==> src/rtl/core/latency_percentile_stats_macros.svh <==
// Assertion macros shared by the latency statistics block.
// Depends on nothing; included by the top level only.
`ifndef LATENCY_PERCENTILE_STATS_MACROS_SVH
`define LATENCY_PERCENTILE_STATS_MACROS_SVH

// Same-cycle implication, checked while out of reset.
`define LPS_ASSERT_NOW(label, clk, rst, ante, cons) \
   label: assert property (@(posedge clk) disable iff (rst) (ante) |-> (cons)) \
      else $error("assertion failed");

// Next-cycle implication, checked while out of reset.
`define LPS_ASSERT_NEXT(label, clk, rst, ante, cons) \
   label: assert property (@(posedge clk) disable iff (rst) (ante) |=> (cons)) \
      else $error("assertion failed");

`endif

==> src/rtl/core/lps_pkg.sv <==
// Shared types and constants for the latency percentile statistics block.
// Depends on nothing.
`timescale 1ns / 1ps

package lps_pkg;

   localparam int MAX_SAMPLES = 65536;
   localparam int ADDR_W      = $clog2(MAX_SAMPLES);
   localparam int COUNT_W     = ADDR_W + 1;
   localparam int SAMPLE_W    = 32;
   localparam int BIT_IDX_W   = $clog2(SAMPLE_W);
   localparam int SUM_W       = 48;
   localparam int MEAN_W      = 40;
   localparam int FRAC_W      = 8;
   localparam int DIV_W       = SUM_W + FRAC_W;
   localparam int DIV_CNT_W   = $clog2(DIV_W + 1);
   localparam int POINT_W     = 14;
   localparam int NUM_POINTS  = 5;
   localparam int PIDX_W      = $clog2(NUM_POINTS);
   localparam int CSR_IDX_W   = 3;
   localparam int FULL_SCALE  = 10000;
   localparam int PROD_W      = POINT_W + COUNT_W;
   // floor(x / 10000) == (x * RECIP) >> RECIP_SHIFT for every x below 2^30
   localparam int RECIP_W     = 30;
   localparam int RECIP_SHIFT = 43;
   localparam logic [RECIP_W-1:0] RECIP = 30'd879609303;
   localparam int WIDE_W      = PROD_W + RECIP_W;
   localparam int STEP_W      = 4;

   localparam logic [CSR_IDX_W-1:0] CSR_POINT_A = 3'd0;
   localparam logic [CSR_IDX_W-1:0] CSR_POINT_B = 3'd1;
   localparam logic [CSR_IDX_W-1:0] CSR_POINT_C = 3'd2;
   localparam logic [CSR_IDX_W-1:0] CSR_POINT_D = 3'd3;
   localparam logic [CSR_IDX_W-1:0] CSR_POINT_E = 3'd4;

   typedef logic [NUM_POINTS-1:0][POINT_W-1:0]  point_vec_type;
   typedef logic [NUM_POINTS-1:0][COUNT_W-1:0]  rank_vec_type;
   typedef logic [NUM_POINTS-1:0][SAMPLE_W-1:0] value_vec_type;

   localparam point_vec_type POINT_RESET = {14'd9999, 14'd9990, 14'd9900, 14'd9000, 14'd5000};

   typedef struct packed {
      logic [SAMPLE_W-1:0] sample_value;
      logic                has_sample;
      logic                set_end;
   } req_type;

   typedef struct packed {
      logic [COUNT_W-1:0]  sample_count;
      logic [SAMPLE_W-1:0] min_value;
      logic [SAMPLE_W-1:0] max_value;
      logic [MEAN_W-1:0]   mean_q8;
      logic [SAMPLE_W-1:0] pct_a_value;
      logic [SAMPLE_W-1:0] pct_b_value;
      logic [SAMPLE_W-1:0] pct_c_value;
      logic [SAMPLE_W-1:0] pct_d_value;
      logic [SAMPLE_W-1:0] pct_e_value;
      logic                overflowed;
   } rsp_type;

   // Control from the sequencer to the selection lanes
   typedef struct packed {
      logic                 clear;
      logic                 rd_valid;
      logic                 pass_end;
      logic [BIT_IDX_W-1:0] bit_idx;
   } scan_ctrl_type;

   typedef enum logic [2:0] {
      ST_IDLE,
      ST_RANK,
      ST_SCAN,
      ST_DRAIN,
      ST_UPDATE,
      ST_WAIT_DIV,
      ST_EMIT
   } state_type;

endpackage

==> src/rtl/core/lps_mean_div.sv <==
// Restoring divider for the mean: (sum * 256) / count, one bit per cycle.
// Depends on lps_pkg.
`timescale 1ns / 1ps

module lps_mean_div (
   input  logic                         clock,
   input  logic                         reset,
   input  logic                         start,
   input  logic [lps_pkg::SUM_W-1:0]    sum,
   input  logic [lps_pkg::COUNT_W-1:0]  divisor,
   output logic                         done,
   output logic [lps_pkg::MEAN_W-1:0]   quotient
);

   logic                           run_ff, run_in;
   logic                           done_ff, done_in;
   logic [lps_pkg::DIV_CNT_W-1:0]  cnt_ff, cnt_in;
   logic [lps_pkg::COUNT_W-1:0]    div_ff, div_in;
   logic [lps_pkg::COUNT_W-1:0]    rem_ff, rem_in;
   logic [lps_pkg::DIV_W-1:0]      quo_ff, quo_in;
   logic [lps_pkg::COUNT_W:0]      rem_sh;
   logic [lps_pkg::COUNT_W:0]      rem_sub;

   always_comb begin
      run_in  = run_ff;
      done_in = done_ff;
      cnt_in  = cnt_ff;
      div_in  = div_ff;
      rem_in  = rem_ff;
      quo_in  = quo_ff;
      rem_sh  = {rem_ff, quo_ff[lps_pkg::DIV_W-1]};
      rem_sub = rem_sh - {1'b0, div_ff};
      if (start) begin
         run_in  = 1'b1;
         done_in = 1'b0;
         cnt_in  = '0;
         div_in  = divisor;
         rem_in  = '0;
         quo_in  = {sum, {lps_pkg::FRAC_W{1'b0}}};
      end else if (run_ff) begin
         // shift in one dividend bit, subtract when it fits
         if (rem_sh >= {1'b0, div_ff}) begin
            rem_in = rem_sub[lps_pkg::COUNT_W-1:0];
            quo_in = {quo_ff[lps_pkg::DIV_W-2:0], 1'b1};
         end else begin
            rem_in = rem_sh[lps_pkg::COUNT_W-1:0];
            quo_in = {quo_ff[lps_pkg::DIV_W-2:0], 1'b0};
         end
         cnt_in = cnt_ff + 1'b1;
         if (cnt_ff == lps_pkg::DIV_CNT_W'(lps_pkg::DIV_W - 1)) begin
            run_in  = 1'b0;
            done_in = 1'b1;
         end
      end
   end

   always_ff @(posedge clock) begin
      if (reset) begin
         run_ff  <= 1'b0;
         done_ff <= 1'b0;
      end else begin
         run_ff  <= run_in;
         done_ff <= done_in;
      end
   end

   always_ff @(posedge clock) begin
      cnt_ff <= cnt_in;
      div_ff <= div_in;
      rem_ff <= rem_in;
      quo_ff <= quo_in;
   end

   assign done     = done_ff;
   assign quotient = quo_ff[lps_pkg::MEAN_W-1:0];

endmodule

==> config.mk <==
export PLATFORM = sky130hd
export DESIGN_NAME = lps_mean_div
export DESIGN_NICKNAME = d
export VERILOG_FILES = /design/src/rtl/core/latency_percentile_stats_macros.svh /design/src/rtl/core/lps_pkg.sv /design/src/rtl/core/lps_mean_div.sv
export SDC_FILE = /design/constraint.sdc
export NUM_CORES = 1
export LEC_CHECK = 0
export ABC_AREA = 1
export BUFFER_PORTS_ARGS = -buffer_cell sky130_fd_sc_hd__buf_2
export CAP_MARGIN = 10
export CORE_ASPECT_RATIO = 1.1
export CORE_MARGIN = 1.5
export CORE_UTILIZATION = 55
export CTS_CLUSTER_DIAMETER = 80
export DETAILED_ROUTE_END_ITERATION = 16
export GPL_TIMING_DRIVEN = 1
export PLACE_DENSITY_LB_ADDON = 0.25
export SLEW_MARGIN = 25
export SYNTH_ARGS = -nofsm -noshare
export SYNTH_HDL_FRONTEND = slang
export SYNTH_SLANG_ARGS = --single-unit
==> constraint.sdc <==
create_clock -name clock -period 3.7 [get_ports clock]
set_input_delay 0.555 -clock clock [delete_from_list [all_inputs] [get_ports clock]]
set_output_delay 0.555 -clock clock [all_outputs]
set_load 0.005 [all_outputs]
==> flow_summary.toml <==
[sta]
skew_ns = 0.00981
setup_tns_ns = 0
fmax_mhz = 462
finalCritPeriodShare_pct = 58.5
tightest_slew_ns = 0.774
min_period_ns = 2.16
maxSlewHeadroom_pct = 48.4
setup_violations = 0
hold_viol_final = 0
timing.hold.ws_ns = 0.371
fin_ws_ns = 1.54
slew_violations = 0
rsz0062_at_grt = "false"

[setup_path]
critPathKind = "reg2reg"
r2r_end = "rem_ff[12]$_SDFFE_PP0P_"
arrival_ns = 2.41
cp_common_cell = "nand2_1"
critical_path.top_delay_family = "simple AND/OR/NAND/NOR gates"
critical_path_depth = 14
required_ns = 3.94
r2r_setup_slack_ns = 1.54
start_kind = "flip-flop"
crit_path_max_incr_delay_ns = 0.44
path_buf_inv = 2
critPathSlowestCell = "fa_1"
startpoint = "quo_ff[55]$_DFFE_PP_"
path_cells = "inv_1, ha_1, inv_1, fa_1, nand3_1, nand3_1, nand2_1, nand2_1, nand2_1, nand3b_1, nand2_1, nand2_1, nand3_1, nand2_1"
cp_max_fo = 3
r2r_cells = 14
cp-endpoint = "rem_ff[12]$_SDFFE_PP0P_"
reg2reg_from = "quo_ff[55]$_DFFE_PP_"
worstSetupEndpointType = "flip-flop"

[logic_synthesis]
synth_area_leaders = "edfxtp_1 (37%), dfxtp_1 (13%), nand2_1 (9.6%), a22o_1 (7.8%), inv_1 (6.3%)"
async_flop_share_pct = 0
synth_top_area_share_pct = 37.2
ys_ff_latch = 98
yosysUniqueCellTypes = 35
synth_common_cells = "nand2_1 (134), inv_1 (88), edfxtp_1 (65)"
synth_largest_area_cell = "edfxtp_1"
synthFlopType = "edfxtp_1"
synth_area_um2 = 5250
synth.most_common_cell = "nand2_1"
avgSynthCellArea_um2 = 9.07
ys.warnings.count = 0
synth-edff-count = 65
ys_seq_area_share_pct = 49.7
syn_inst = 579
synth_nets = 666

[floorplan]
dieArea_um2 = 10100
num_rows = 37
ioPinCount = 109
core_um2 = 9310
die_x_um = 96.2
initial_core_util_pct = 56.4
die_h_um = 105

[place]
place_area_um2 = 5600
dp_worst_setup_slack_ns = 1.36
dp.cells = 750
hpwl_mm = 7.79
gp_congestion = 0.907
portBuffers = 108

[global_routing]
antenna_found_initial = 0
grt_remaining_overflow = 0
grt_pass1_wl_mm = 17.6
grt_usage_pct = 22.4
grt_max_degree = 72
grt_pass1_vias = 3936

[clock_network]
cts_max_level = 3
cts_hold_buffers = 0
cts_buffer_depth = 2
root_buffer = "clkbuf_8"
clk_pin_slew_ns = 0.09
insertion_delay_ns = 0.35
cts_buffers = 9
cts_resized = 0
cts_tree = "yes"
post-cts-setup-buffers = 0
clock-sinks = 98

[route]
wl_met3_um = 571
first_pass_iters = 4
wirelength_mm = 10.6
drc_errors = 0
routedWlPerCell_um = 13.9
avgViaCountPerCell = 5.21
wl_met1_mm = 4.79
final_antenna_net_count = 0
wl_met2_mm = 5.20
maxUsedRoutingLayer = "met4"
drt_iter0_drc = 264
vias = 3989

[cells_and_area]
drive_above_1_share_pct = 21.4
fin_cells = 766
area_growth_pct = 9.65
final_core_util_pct = 61.9
stdcell_area_um2 = 5760
antenna_cells = 0
num-nets-final = 731
fillers = 785

[power]
ir_worst_vdd_mv = 0.292
totalPowerFinal_mw = 2.14
p_per_area_nw_per_um2 = 372
leakagePower_nw = 2.81

[hold_path]
hp-class = "in2reg"

[outcome]
status = "completed"

[flow_run]
drv_cap = 0
==> registers in the layout (all words and copies together), names as in the netlist <==
signal  count
cnt_ff      6
run_ff      1
done        1
div_ff     17
rem_ff     17
quo_ff     56
==> logic make-up after synthesis <==
| kind of cell | after synthesis | share of synthesized area (%) |
|---|---|---|
| simple gates | 222 | 18.5 |
| buf+inv | 147 | 13.8 |
| xor+xnor | 7 | 1.17 |
| fa+ha+maj | 19 | 4.67 |
| flops | 98 | 49.7 |
| compound gates | 86 | 12.1 |
==> routing by layer <==
| layer | vias to the layer above | track usage (%) |
|---|---|---|
| met5 | - | 0 |
| met4 | 0 | 6.93 |
| met3 | 4 | 5.27 |
| met2 | 92 | 34.9 |
| met1 | 1867 | 30.8 |
| li1 | 2026 | - |
==> worst min path at each step <==
| stage | startpoint | end | depth (start not counted) |
|---|---|---|---|
| after floorplan | cnt_ff[5]$_SDFFE_PP0P_ | cnt_ff[5]$_SDFFE_PP0P_ | 2 |
| after global placement | cnt_ff[5]$_SDFFE_PP0P_ | cnt_ff[5]$_SDFFE_PP0P_ | 2 |
| after detailed placement | cnt_ff[5]$_SDFFE_PP0P_ | cnt_ff[5]$_SDFFE_PP0P_ | 2 |
| after CTS | divisor[10] | div_ff[10]$_DFFE_PP_ | 1 |
| after global routing | divisor[3] | div_ff[3]$_DFFE_PP_ | 1 |
| final | divisor[3] | div_ff[3]$_DFFE_PP_ | 1 |
==> worst reg2reg max path: cells and delay by family (launching register included) <==
family	cells	cell delay, ns
buf+inv	2	0.16
simple gates	10	0.95
fa+ha+maj	2	0.58
flops	1	0.37
==> where the power goes <==
group | total (mW) | switching, mW | internal, mW
logic | 0.266 | 0.149 | 0.117
clock network | 0.593 | 0.350 | 0.243
registers | 1.28 | 0.0330 | 1.25
total | 2.14 | 0.532 | 1.61
==> layout by cell type, fill, tap and decap left out, types with 2 or more instances in the layout <==
cell type,count
nand2_1,134
buf_2,108
inv_1,87
edfxtp_1,65
a22o_1,47
nand3_1,40
dfxtp_1,33
nor2_1,20
ha_1,18
o21ai_0,13
a21oi_1,11
nand3b_1,9
clkbuf_8,9
o22ai_1,7
nor3_1,7
xnor2_1,7
o21ai_1,3
buf_4,3
nor2_4,2
inv_2,2
a21oi_2,2
nand2_2,2
nand2_4,2
clkinv_2,2
clkbuf_1,2
==> cell type report <==
type | instances | area [um^2] | area share [%]
clock buffer | 11 | 131 | 2.28
clock inverter | 5 | 30.0 | 0.522
inverter | 89 | 334 | 5.80
multi-input combinational | 334 | 1920 | 33.4
sequential | 98 | 2610 | 45.4
tap | 117 | 146 | 2.54
timing repair buffer | 112 | 583 | 10.1
No activity file was read; power rests on OpenSTA's default activity.
