## src/rtl/core/latency_percentile_stats_macros.svh

```systemverilog
// Assertion macros shared by the latency statistics block.
// Depends on nothing; included by the top level only.
`ifndef LATENCY_PERCENTILE_STATS_MACROS_SVH
`define LATENCY_PERCENTILE_STATS_MACROS_SVH

// Same-cycle implication, checked while out of reset.
`define LPS_ASSERT_NOW(label, clk, rst, ante, cons) \
   label: assert property (@(posedge clk) disable iff (rst) (ante) |-> (cons)) \
      else $error("assertion failed");

// Next-cycle implication, checked while out of reset.
`define LPS_ASSERT_NEXT(label, clk, rst, ante, cons) \
   label: assert property (@(posedge clk) disable iff (rst) (ante) |=> (cons)) \
      else $error("assertion failed");

`endif

```

## src/rtl/core/lps_pkg.sv

```systemverilog
// Shared types and constants for the latency percentile statistics block.
// Depends on nothing.
`timescale 1ns / 1ps

package lps_pkg;

   localparam int MAX_SAMPLES = 65536;
   localparam int ADDR_W      = $clog2(MAX_SAMPLES);
   localparam int COUNT_W     = ADDR_W + 1;
   localparam int SAMPLE_W    = 32;
   localparam int BIT_IDX_W   = $clog2(SAMPLE_W);
   localparam int SUM_W       = 48;
   localparam int MEAN_W      = 40;
   localparam int FRAC_W      = 8;
   localparam int DIV_W       = SUM_W + FRAC_W;
   localparam int DIV_CNT_W   = $clog2(DIV_W + 1);
   localparam int POINT_W     = 14;
   localparam int NUM_POINTS  = 5;
   localparam int PIDX_W      = $clog2(NUM_POINTS);
   localparam int CSR_IDX_W   = 3;
   localparam int FULL_SCALE  = 10000;
   localparam int PROD_W      = POINT_W + COUNT_W;
   // floor(x / 10000) == (x * RECIP) >> RECIP_SHIFT for every x below 2^30
   localparam int RECIP_W     = 30;
   localparam int RECIP_SHIFT = 43;
   localparam logic [RECIP_W-1:0] RECIP = 30'd879609303;
   localparam int WIDE_W      = PROD_W + RECIP_W;
   localparam int STEP_W      = 4;

   localparam logic [CSR_IDX_W-1:0] CSR_POINT_A = 3'd0;
   localparam logic [CSR_IDX_W-1:0] CSR_POINT_B = 3'd1;
   localparam logic [CSR_IDX_W-1:0] CSR_POINT_C = 3'd2;
   localparam logic [CSR_IDX_W-1:0] CSR_POINT_D = 3'd3;
   localparam logic [CSR_IDX_W-1:0] CSR_POINT_E = 3'd4;

   typedef logic [NUM_POINTS-1:0][POINT_W-1:0]  point_vec_type;
   typedef logic [NUM_POINTS-1:0][COUNT_W-1:0]  rank_vec_type;
   typedef logic [NUM_POINTS-1:0][SAMPLE_W-1:0] value_vec_type;

   localparam point_vec_type POINT_RESET = {14'd9999, 14'd9990, 14'd9900, 14'd9000, 14'd5000};

   typedef struct packed {
      logic [SAMPLE_W-1:0] sample_value;
      logic                has_sample;
      logic                set_end;
   } req_type;

   typedef struct packed {
      logic [COUNT_W-1:0]  sample_count;
      logic [SAMPLE_W-1:0] min_value;
      logic [SAMPLE_W-1:0] max_value;
      logic [MEAN_W-1:0]   mean_q8;
      logic [SAMPLE_W-1:0] pct_a_value;
      logic [SAMPLE_W-1:0] pct_b_value;
      logic [SAMPLE_W-1:0] pct_c_value;
      logic [SAMPLE_W-1:0] pct_d_value;
      logic [SAMPLE_W-1:0] pct_e_value;
      logic                overflowed;
   } rsp_type;

   // Control from the sequencer to the selection lanes
   typedef struct packed {
      logic                 clear;
      logic                 rd_valid;
      logic                 pass_end;
      logic [BIT_IDX_W-1:0] bit_idx;
   } scan_ctrl_type;

   typedef enum logic [2:0] {
      ST_IDLE,
      ST_RANK,
      ST_SCAN,
      ST_DRAIN,
      ST_UPDATE,
      ST_WAIT_DIV,
      ST_EMIT
   } state_type;

endpackage

```

## src/rtl/core/lps_rank_select.sv

```systemverilog
// Five selection lanes: bitwise search for the k-th smallest sample,
// one memory pass per result bit. Depends on lps_pkg.
`timescale 1ns / 1ps

module lps_rank_select (
   input  logic                          clock,
   input  lps_pkg::scan_ctrl_type        ctrl,
   input  logic [lps_pkg::SAMPLE_W-1:0]  rd_data,
   input  lps_pkg::rank_vec_type         ranks,
   output lps_pkg::value_vec_type        values
);

   lps_pkg::value_vec_type       ans_ff, ans_in;
   lps_pkg::rank_vec_type        cnt_ff, cnt_in;
   logic [lps_pkg::SAMPLE_W-1:0] below_mask;
   logic [lps_pkg::SAMPLE_W-1:0] bit_mask;
   logic [lps_pkg::SAMPLE_W-1:0] cand;

   always_comb begin
      bit_mask   = lps_pkg::SAMPLE_W'(1) << ctrl.bit_idx;
      below_mask = bit_mask - lps_pkg::SAMPLE_W'(1);
      ans_in     = ans_ff;
      cnt_in     = cnt_ff;
      cand       = '0;
      for (int i = 0; i < lps_pkg::NUM_POINTS; i++) begin
         cand = ans_ff[i] | below_mask;
         if (ctrl.clear) begin
            ans_in[i] = '0;
            cnt_in[i] = '0;
         end else if (ctrl.pass_end) begin
            // too few samples at or below the candidate: the bit is one
            if (cnt_ff[i] < ranks[i]) begin
               ans_in[i] = ans_ff[i] | bit_mask;
            end
            cnt_in[i] = '0;
         end else if (ctrl.rd_valid && (rd_data <= cand)) begin
            cnt_in[i] = cnt_ff[i] + 1'b1;
         end
      end
   end

   always_ff @(posedge clock) begin
      ans_ff <= ans_in;
      cnt_ff <= cnt_in;
   end

   assign values = ans_ff;

endmodule
```

## config.mk

```make
export PLATFORM = sky130hd
export DESIGN_NAME = lps_rank_select
export DESIGN_NICKNAME = d
export VERILOG_FILES = /design/src/rtl/core/latency_percentile_stats_macros.svh /design/src/rtl/core/lps_pkg.sv /design/src/rtl/core/lps_rank_select.sv
export SDC_FILE = /design/constraint.sdc
export NUM_CORES = 1
export LEC_CHECK = 0
export BUFFER_PORTS_ARGS = -buffer_cell sky130_fd_sc_hd__buf_4
export CAP_MARGIN = 20
export CORE_ASPECT_RATIO = 0.6
export CORE_UTILIZATION = 30
export CTS_CLUSTER_DIAMETER = 40
export CTS_CLUSTER_SIZE = 14
export DETAILED_ROUTE_END_ITERATION = 12
export PLACE_DENSITY = 0.56
export SLEW_MARGIN = 40
export SYNTH_ARGS = -nofsm -noshare
export SYNTH_HDL_FRONTEND = slang
export SYNTH_SLANG_ARGS = --single-unit
export TNS_END_PERCENT = 100
```

## constraint.sdc

```tcl
create_clock -name clock -period 6.2 [get_ports clock]
set_clock_uncertainty 0.15 [all_clocks]
set_input_delay 0 -clock clock [delete_from_list [all_inputs] [get_ports clock]]
set_output_delay 0 -clock clock [all_outputs]
set_load 0.05 [all_outputs]
```

==> results of run 1 <==
-- metrics by stage --
stage	setup WS, ps	power [mW]	cells
floorplan	1775	2.071	1990
CTS	796.0	4.628	2987
global route	234.9	4.782	2988
finish	653.0	4.608	2988
detailed placement	806.1	2.368	2907
global placement	897.7	2.349	2904
-- layout make-up --
type | count | share of cell area, %
sequential | 245 | 24.14
clock buffer | 53 | 5.671
clock inverter | 19 | 0.9852
multi-input combinational | 1421 | 48.26
antenna | 1 | 0.01232
timing repair buffer | 326 | 12.42
inverter | 230 | 4.249
tap | 693 | 4.267
-- flip-flops by register name (all words and copies together) (netlist names) --
name / cells
cnt_ff: 85
values: 160
-- cells by family after synthesis --
group,after synthesis,synth area share [%]
flip-flops,245,30.88
AO/OA/AOI/OAI,470,18.76
AND/OR/NAND/NOR,642,19.79
buffers and inverters,324,7.681
XOR/XNOR,59,3.254
multiplexers,4,0.2521
adder cells (fa/ha/maj),246,19.38
-- layout by cell type (no fill, tap or decap), drive strengths merged, types with 12 or more instances in the layout --
master | Yosys | routed
nand2 | 111 | 111
a21o | 42 | 42
o21ai | 49 | 49
or4 | 45 | 45
nand3 | 50 | 50
buf | 9 | 318
nor3 | 17 | 17
xor2 | 48 | 48
o22ai | 132 | 132
and3 | 27 | 27
ha | 246 | 246
nor2b | 20 | 20
inv | 230 | 233
nor2 | 241 | 241
or3 | 14 | 14
dfxtp | 245 | 245
nand2b | 14 | 14
nand4 | 69 | 69
nor4 | 12 | 12
clkbuf | 85 | 53
a21oi | 138 | 138
a41oi | 27 | 27
-- power breakdown --
part	switching, mW	leakage (nW)	internal, mW
clock network	0.847	0.646	1.40
registers	0.0221	1.98	1.59
logic	0.478	6.48	0.265
total	1.35	9.11	3.26
-- critical path, cell delays in order --
cell	delay (ps)
dlygate4sd3_1	550
buf_4	230
nor2_1	350
nand2_1	130
nor2_1	160
inv_1	140
ha_1	380
nor3_1	250
a21oi_1	60
o21ai_0	650
nor2_1	90
ha_1	350
nand4_1	320
nor4_1	780
nand3_1	140
o31a_1	150
o22ai_2	210
buf_4	260
nand2_1	120
or3_1	360
a21oi_1	140
-- timing repair --
| action | CTS | global route |
|---|---|---|
| gates resized for setup | 0 | 0 |
| hold buffers | 8 | 0 |
| hold endpoints to repair | 122 | 0 |
-- layer usage --
layer / track usage [%] / vias up / share of wire [%] / wire (um)
met4: 7.082 / 0 / 2.8 / 1754
met2: 31.70 / 702 / 40 / 25390
met5: 0 / - / 0 / 0
li1: - / 7700 / - / -
met3: 6.245 / 113 / 9.5 / 5960
met1: 32.65 / 7632 / 47 / 29810
-- worst paths after layout --
kind	startpoint	to	slack [ps]
hold / removal	ranks[16]	values[3]	10
setup reg to reg	values[78]	cnt_ff[50]	2690
setup / recovery	ctrl[2]	cnt_ff[50]	650
hold reg to reg	values[111]	values[111]	340
==> results.cfg, run 1 <==
[hold_path]
hold_depth = 5
min_path_type = in2reg

[layout]
utilization_pct = 39.40
areaGrowthSynthToFinish_pct = 27.94
fin_area_sq_um = 20320
multi_input_area_sq_um = 9806
regArea_sq_um = 4905
drive_gt1_share_pct = 17.48
nNetsFinal = 2636
fillers = 5254

[timing]
worstMarginPinSlew_ps = 878.2
rsz0062_at_grt = no
hold_violations = 0
min_period_over_period_pct = 89.47
fmax_mhz = 180.3
period_minus_slack_ps = 5547
relSlewSlack_pct = 41.45
setup-violations-final = 0
finalMaxSlewViolations = 0
tns_ps = 0
worst_hold_slack_ps = 11.34

[global_route]
grt_overflow = 0
grt_usage_pct = 22.52
grt_pass1_vias = 15321
grt_first_pass_wirelength_um = 93420
grt_max_degree = 91
antenna_found_initial = 1

[synthesis]
synth_cells = 1990
yosys.area.top_type = dfxtp_1
synthTopCellsByCount = 246 x ha_1, 245 x dfxtp_1, 241 x nor2_1, 229 x inv_1, 138 x a21oi_1
yosysSeqAreaShare_pct = 30.88
synth_top_area_share_pct = 30.88
synth_edf_count = 0
synth_fp_nets = 2362
synthFlopType = dfxtp_1
synth-seq-cells = 245
syn_avg_cell_area_sq_um = 7.981
syn_area_sq_um = 15880
postSynth.asyncResetShare_pct = 0
ys_types = 62
synth_area_leaders = dfxtp_1 31%, ha_1 19%, nor2_1 5.7%, inv_1 5.4%, o22ai_1 5.2%
yosysWarnings = 0
synth_most_common_cell = ha_1

[die]
die_w_um = 299.0
start_util_pct = 30.80
io_pins = 286
placementRows = 64
dieArea_sq_um = 53890
core-area_sq_um = 51570
die_y_um = 180.2

[route]
via_per_inst = 5.404
vias = 16147
ant_nets = 0
drtIter0Drc = 1447
dr.pass1.iters = 8
drt-total-wl_um = 62910
wl_per_cell_um = 21.05
drc_errors = 0

[clock_network]
cts_tree = built
clkSinkCount = 245
clk_latency_ps = 550
clockBufferDepth = 3
cts_buffers = 40
clk_pin_slew_ps = 50
cts_max_level = 2
cts-root-buf = clkbuf_16
postCtsSetupBuffers = 0

[placement]
dp_hpwl_um = 48610
place.gp.congestion = 0.9567
io_buffers = 285
place_area_sq_um = 18880

[setup_path]
endpoint_kind = flop
cp.required_ps = 6530
worstSetupPathType = in2reg
critical_path_peak_fanout = 27
arrival_ps = 5870
cp-start-kind = primary input
reg2reg_depth = 11

[status]
status = complete, no violations

[power]
ir_worst_vdd_v = 0.0001931
leakage_nw = 9.106
power_density_nw_per_um2 = 226.8

[job]
maxCapViolations = 0
(Power assumes the default switching activity.)
==> run 2: changes to the inputs <==
==> constraint.sdc (replaced) <==
create_clock -name clock -period 6.2 [get_ports clock]
set_clock_uncertainty 0.15 [all_clocks]
set_input_delay 1.24 -clock clock [delete_from_list [all_inputs] [get_ports clock]]
set_output_delay 1.24 -clock clock [all_outputs]
set_load 0.05 [all_outputs]
==> results.cfg, run 2 (synthesis results as in run 1) <==
[die]
start_util_pct = 30.80
dieArea_sq_um = 53890
die_y_um = 180.2
die_w_um = 299.0
placementRows = 64
io_pins = 286
core-area_sq_um = 51570

[placement]
dp.cells = 2923
place.gp.congestion = 0.9525
io_buffers = 285
dp_hpwl_um = 48080
dp_slack_ps = 158.4

[status]
status = complete, no violations

[setup_path]
endpoint_kind = flop
arrival_ps = 5830
critical_path_peak_fanout = 19
crit_buf_inv = 4
crit_top_cell = buf_4
cp.required_ps = 6480
cpPeakStageDelay_ps = 490
crit_slowest_cell = a221oi_1
cp_top_family = compound AO/OA/AOI/OAI gates
cp_cell_sequence = buf_4 -> or2_2 -> nor2_1 -> inv_1 -> ha_1 -> buf_4 -> nor3_1 -> a21oi_1 -> o22ai_1 -> buf_4 -> nor2_1 -> ha_1 -> nand2_1 -> o21ai_1 -> a221oi_1 -> o2111ai_1 -> o32a_1 -> or2_1 -> o31a_1 -> o21a_1
worstSetupPathType = in2reg
crit_path_start = ctrl[3]
reg2reg_from = values[149]
cp-start-kind = primary input

[timing]
relSlewSlack_pct = 44.07
setup-violations-final = 0
hold_violations = 0
rsz0062_at_grt = no
fmax_mhz = 180.0
worstMarginPinSlew_ps = 839.0
tns_ps = 0
period_minus_slack_ps = 5556
finalMaxSlewViolations = 0
min_period_over_period_pct = 89.60
worst_slack_ps = 644.5

[global_route]
antenna_found_initial = 1
grt_overflow = 0
grt_max_degree = 83
grt_pass1_vias = 15045
grt_first_pass_wirelength_um = 93000
grt_usage_pct = 22.38

[route]
dr.pass1.iters = 7
via_per_inst = 5.373
wl_met3_um = 6219
drtIter0Drc = 1344
met1Wirelength_um = 29090
ant_nets = 0
wl_met2_um = 25090
vias = 16107
drc_errors = 0
drt-total-wl_um = 62420
wl_per_cell_um = 20.82
top_layer_used = met4

[layout]
fillers = 5248
mostFrequentLayoutCells = 330 x buf_4, 246 x ha_1, 245 x dfxtp_1
final_common_cell = buf_4
utilization_pct = 39.60
multi_input_area_sq_um = 9811
regArea_sq_um = 4905
nNetsFinal = 2645
largest_reg_flops = 160
areaGrowthSynthToFinish_pct = 28.59
layoutNonFillerInstCount = 2998
drive_gt1_share_pct = 18.23

[clock_network]
ctsResizeCount = 0
clk_latency_ps = 550
postCtsSetupBuffers = 0
ctsHoldBuffers = 0
cts_max_level = 2
cts-root-buf = clkbuf_16
cts_buffers = 41
cts_tree = built
clockBufferDepth = 3
clk_pin_slew_ps = 60
clkSinkCount = 245

[power]
ir_worst_vdd_v = 0.0001704
power_density_nw_per_um2 = 232.1
leakage_nw = 9.183

[hold_path]
hold_start = values[8]
min_path_type = reg2reg

[job]
maxCapViolations = 0
==> run 2: changes by cell type in the layout (fill, tap and decap cells not counted), sizes merged, moves of 3 or more <==
cell         change
dlygate4sd3      -8
buf             +16
inv              +5
bufinv           +3
clkbuf           -6
==> run 2: worst paths after layout <==
check / slack, ps / endpoint / cells past startpoint
worst max-delay path: 640 / cnt_ff[84] / 20
worst min-delay path: 340 / values[8] / 2
worst max register to register: 2840 / cnt_ff[84] / 10
worst min register to register: 340 / values[8] / 2
==> run 2: area by class of cell <==
| type | instances | area share (%) |
|---|---|---|
| Multi-Input combinational cell | 1421 | 48.04 |
| Sequential cell | 245 | 24.02 |
| Timing Repair Buffer | 334 | 12.51 |
| Clock buffer | 47 | 5.281 |
| Tap cell | 693 | 4.246 |
| Inverter | 230 | 4.227 |
| Clock inverter | 27 | 1.666 |
| Antenna cell | 1 | 0.01225 |
==> run 2: tightest hold or removal path, delay by kind of cell (launching register included) <==
kind                   cells  cell delay, ps
flip-flops                 1             320
buffers and inverters      1              50
AO/OA/AOI/OAI              1              70
==> run 2: layer usage <==
| metal | vias up | track usage (%) |
|---|---|---|
| li1 | 7728 | - |
| met1 | 7569 | 32.49 |
| met2 | 701 | 31.43 |
| met3 | 109 | 6.209 |
| met4 | 0 | 7.122 |
| met5 | - | 0 |
==> run 2: report_power, final <==
group	internal (mW)	switching, mW	total (mW)
Combinational	0.270	0.478	0.748
Clock	1.48	0.896	2.38
Sequential	1.59	0.0206	1.61
Total	3.35	1.39	4.74
==> run 2: metrics by stage <==
step	area (sq um)	hold WS, ps	power (mW)
global route	20420	362.8	4.927
floorplan	15880	305.6	2.071
CTS	20400	341.1	4.760
finish	20420	344.5	4.740
global placement	18920	324.3	2.360
detailed placement	18980	332.5	2.378
==> run 3: changes to the inputs <==
CTS_BUF_LIST = sky130_fd_sc_hd__clkbuf_2   (was unset)
clock period = 5.84 ns   (was 6.2 ns; I/O delays follow)
==> results.cfg, run 3 (synthesis results as in run 1) <==
[layout]
utilization_pct = 38.16
mostFrequentLayoutCells = 347 x buf_4, 246 x ha_1, 245 x dfxtp_1
final_common_cell = buf_4
largest_reg_flops = 160
drive_gt1_share_pct = 18.62
multi_input_area_sq_um = 9808
areaGrowthSynthToFinish_pct = 23.92
nNetsFinal = 2662
regArea_sq_um = 4905
fin_area_sq_um = 19680
fillers = 5345

[setup_path]
endpoint_kind = flop
reg2reg_to = cnt_ff[78]
worstSetupPathType = in2reg
reg2reg_from = values[157]
cpPeakStageDelay_ps = 510
cp_top_family = compound AO/OA/AOI/OAI gates
reg2reg_slack_ps = 2410
arrival_ps = 5580
cp.required_ps = 6450
cp-start-kind = primary input
crit_top_cell = buf_4
crit_buf_inv = 3
cp_cell_sequence = buf_4 -> buf_4 -> nor3_2 -> nand2_1 -> ha_1 -> nor3_1 -> a21oi_1 -> o22ai_1 -> buf_4 -> nor2_1 -> ha_1 -> nand2_1 -> o21ai_1 -> a221oi_1 -> o2111ai_1 -> o32a_1 -> or2_1 -> or3_1 -> a21oi_1
crit_slowest_cell = a221oi_1
critical_path_peak_fanout = 16
reg2reg_depth = 10

[route]
dr.pass1.iters = 6
drtIter0Drc = 1297
ant_nets = 0
drt-total-wl_um = 62700
via_per_inst = 5.337
wl_per_cell_um = 20.79
drc_errors = 0
vias = 16091

[power]
ir_worst_vdd_v = 0.0001001
power_density_nw_per_um2 = 191.2
leakage_nw = 8.911

[clock_network]
ctsHoldBuffers = 0
ctsResizeCount = 0
cts-root-buf = clkbuf_2
cts_tree = built
postCtsSetupBuffers = 0
cts_buffers = 39
clockBufferDepth = 3
clk_pin_slew_ps = 170
cts_max_level = 2
clk_latency_ps = 970
clkSinkCount = 245

[hold_path]
min_path_type = reg2reg
hold_end = cnt_ff[16]
hold_depth = 2
hold_start = cnt_ff[16]

[placement]
place.gp.congestion = 0.9334
dp_hpwl_um = 48310
place_area_sq_um = 19150
io_buffers = 285

[timing]
worst_hold_slack_ps = 352.8
worstMarginPinSlew_ps = 850.1
fmax_mhz = 201.3
setup-violations-final = 0
hold_violations = 0
rsz0062_at_grt = no
period_minus_slack_ps = 4967
min_period_over_period_pct = 85.05
finalMaxSlewViolations = 0
relSlewSlack_pct = 41.86

[status]
status = complete, no violations

[die]
placementRows = 64
die_y_um = 180.2
dieArea_sq_um = 53890
die_w_um = 299.0
core-area_sq_um = 51570
io_pins = 286
start_util_pct = 30.80

[global_route]
grt_first_pass_wirelength_um = 93150
use_met1_pct = 32.75
grt_pass1_vias = 15221
grt_usage_pct = 22.43
grt_overflow = 0
gr-usage-met2_pct = 32.40
gr-usage-met3_pct = 5.304
antenna_found_initial = 2
grt_max_degree = 84
gr-max-usage-layer = met1

[job]
maxCapViolations = 0
==> run 3: stage by stage <==
stage	total power, mW	TNS, ps	cells	worst slack [ps]
2_1_floorplan	2.198	0	1990	247.2
3_3_place_gp	2.518	0	2941	85.09
3_5_place_dp	2.534	-59.21	2942	-59.21
4_1_cts	3.784	0	3013	989.0
5_1_grt	3.953	0	3015	689.5
6_report	3.763	0	3015	872.8
==> run 3: area by class of cell <==
cell class                 instances  share of cell area, %
clock buffer                      42                  1.068
sequential                       245                  24.92
multi-input combinational       1421                  49.84
inverter                         230                  4.387
timing repair buffer             353                  13.80
tap                              693                  4.406
antenna                            2                0.02543
clock inverter                    29                  1.558
==> run 3: worst max-delay path by stage <==
stage / cells after the start / to / start / slack [ps]
floorplan: 20 / cnt_ff[84] / ctrl[4] / 250
global placement: 20 / cnt_ff[50] / ctrl[1] / 90
detailed placement: 20 / cnt_ff[50] / ctrl[1] / -60
CTS: 20 / cnt_ff[50] / ctrl[1] / 990
global route: 20 / cnt_ff[78] / ctrl[2] / 690
finish: 19 / cnt_ff[78] / ctrl[1] / 870
==> run 3: per-layer routing <==
metal,share of wire [%],wire (um)
met1,48,29790
met2,41,25580
met3,9.1,5721
met4,2.5,1538
met5,0.10,63
==> run 3: power by group <==
group          internal, mW  leakage (nW)  switching [mW]  total (mW)
logic                 0.295          6.61           0.507       0.802
clock network         0.468         0.323           0.777        1.25
registers              1.69          1.98          0.0226        1.72
==> run 3: worst register-to-register path, cell delays in order (launching register included) <==
cell and delay [ps]:
dfxtp_1 380, nor2_1 210, ha_1 300, a21oi_1 130
o21ai_0 130, a221oi_1 470, o2111ai_1 290, o32a_1 400
or2_1 290, or3_1 360, a21oi_1 150
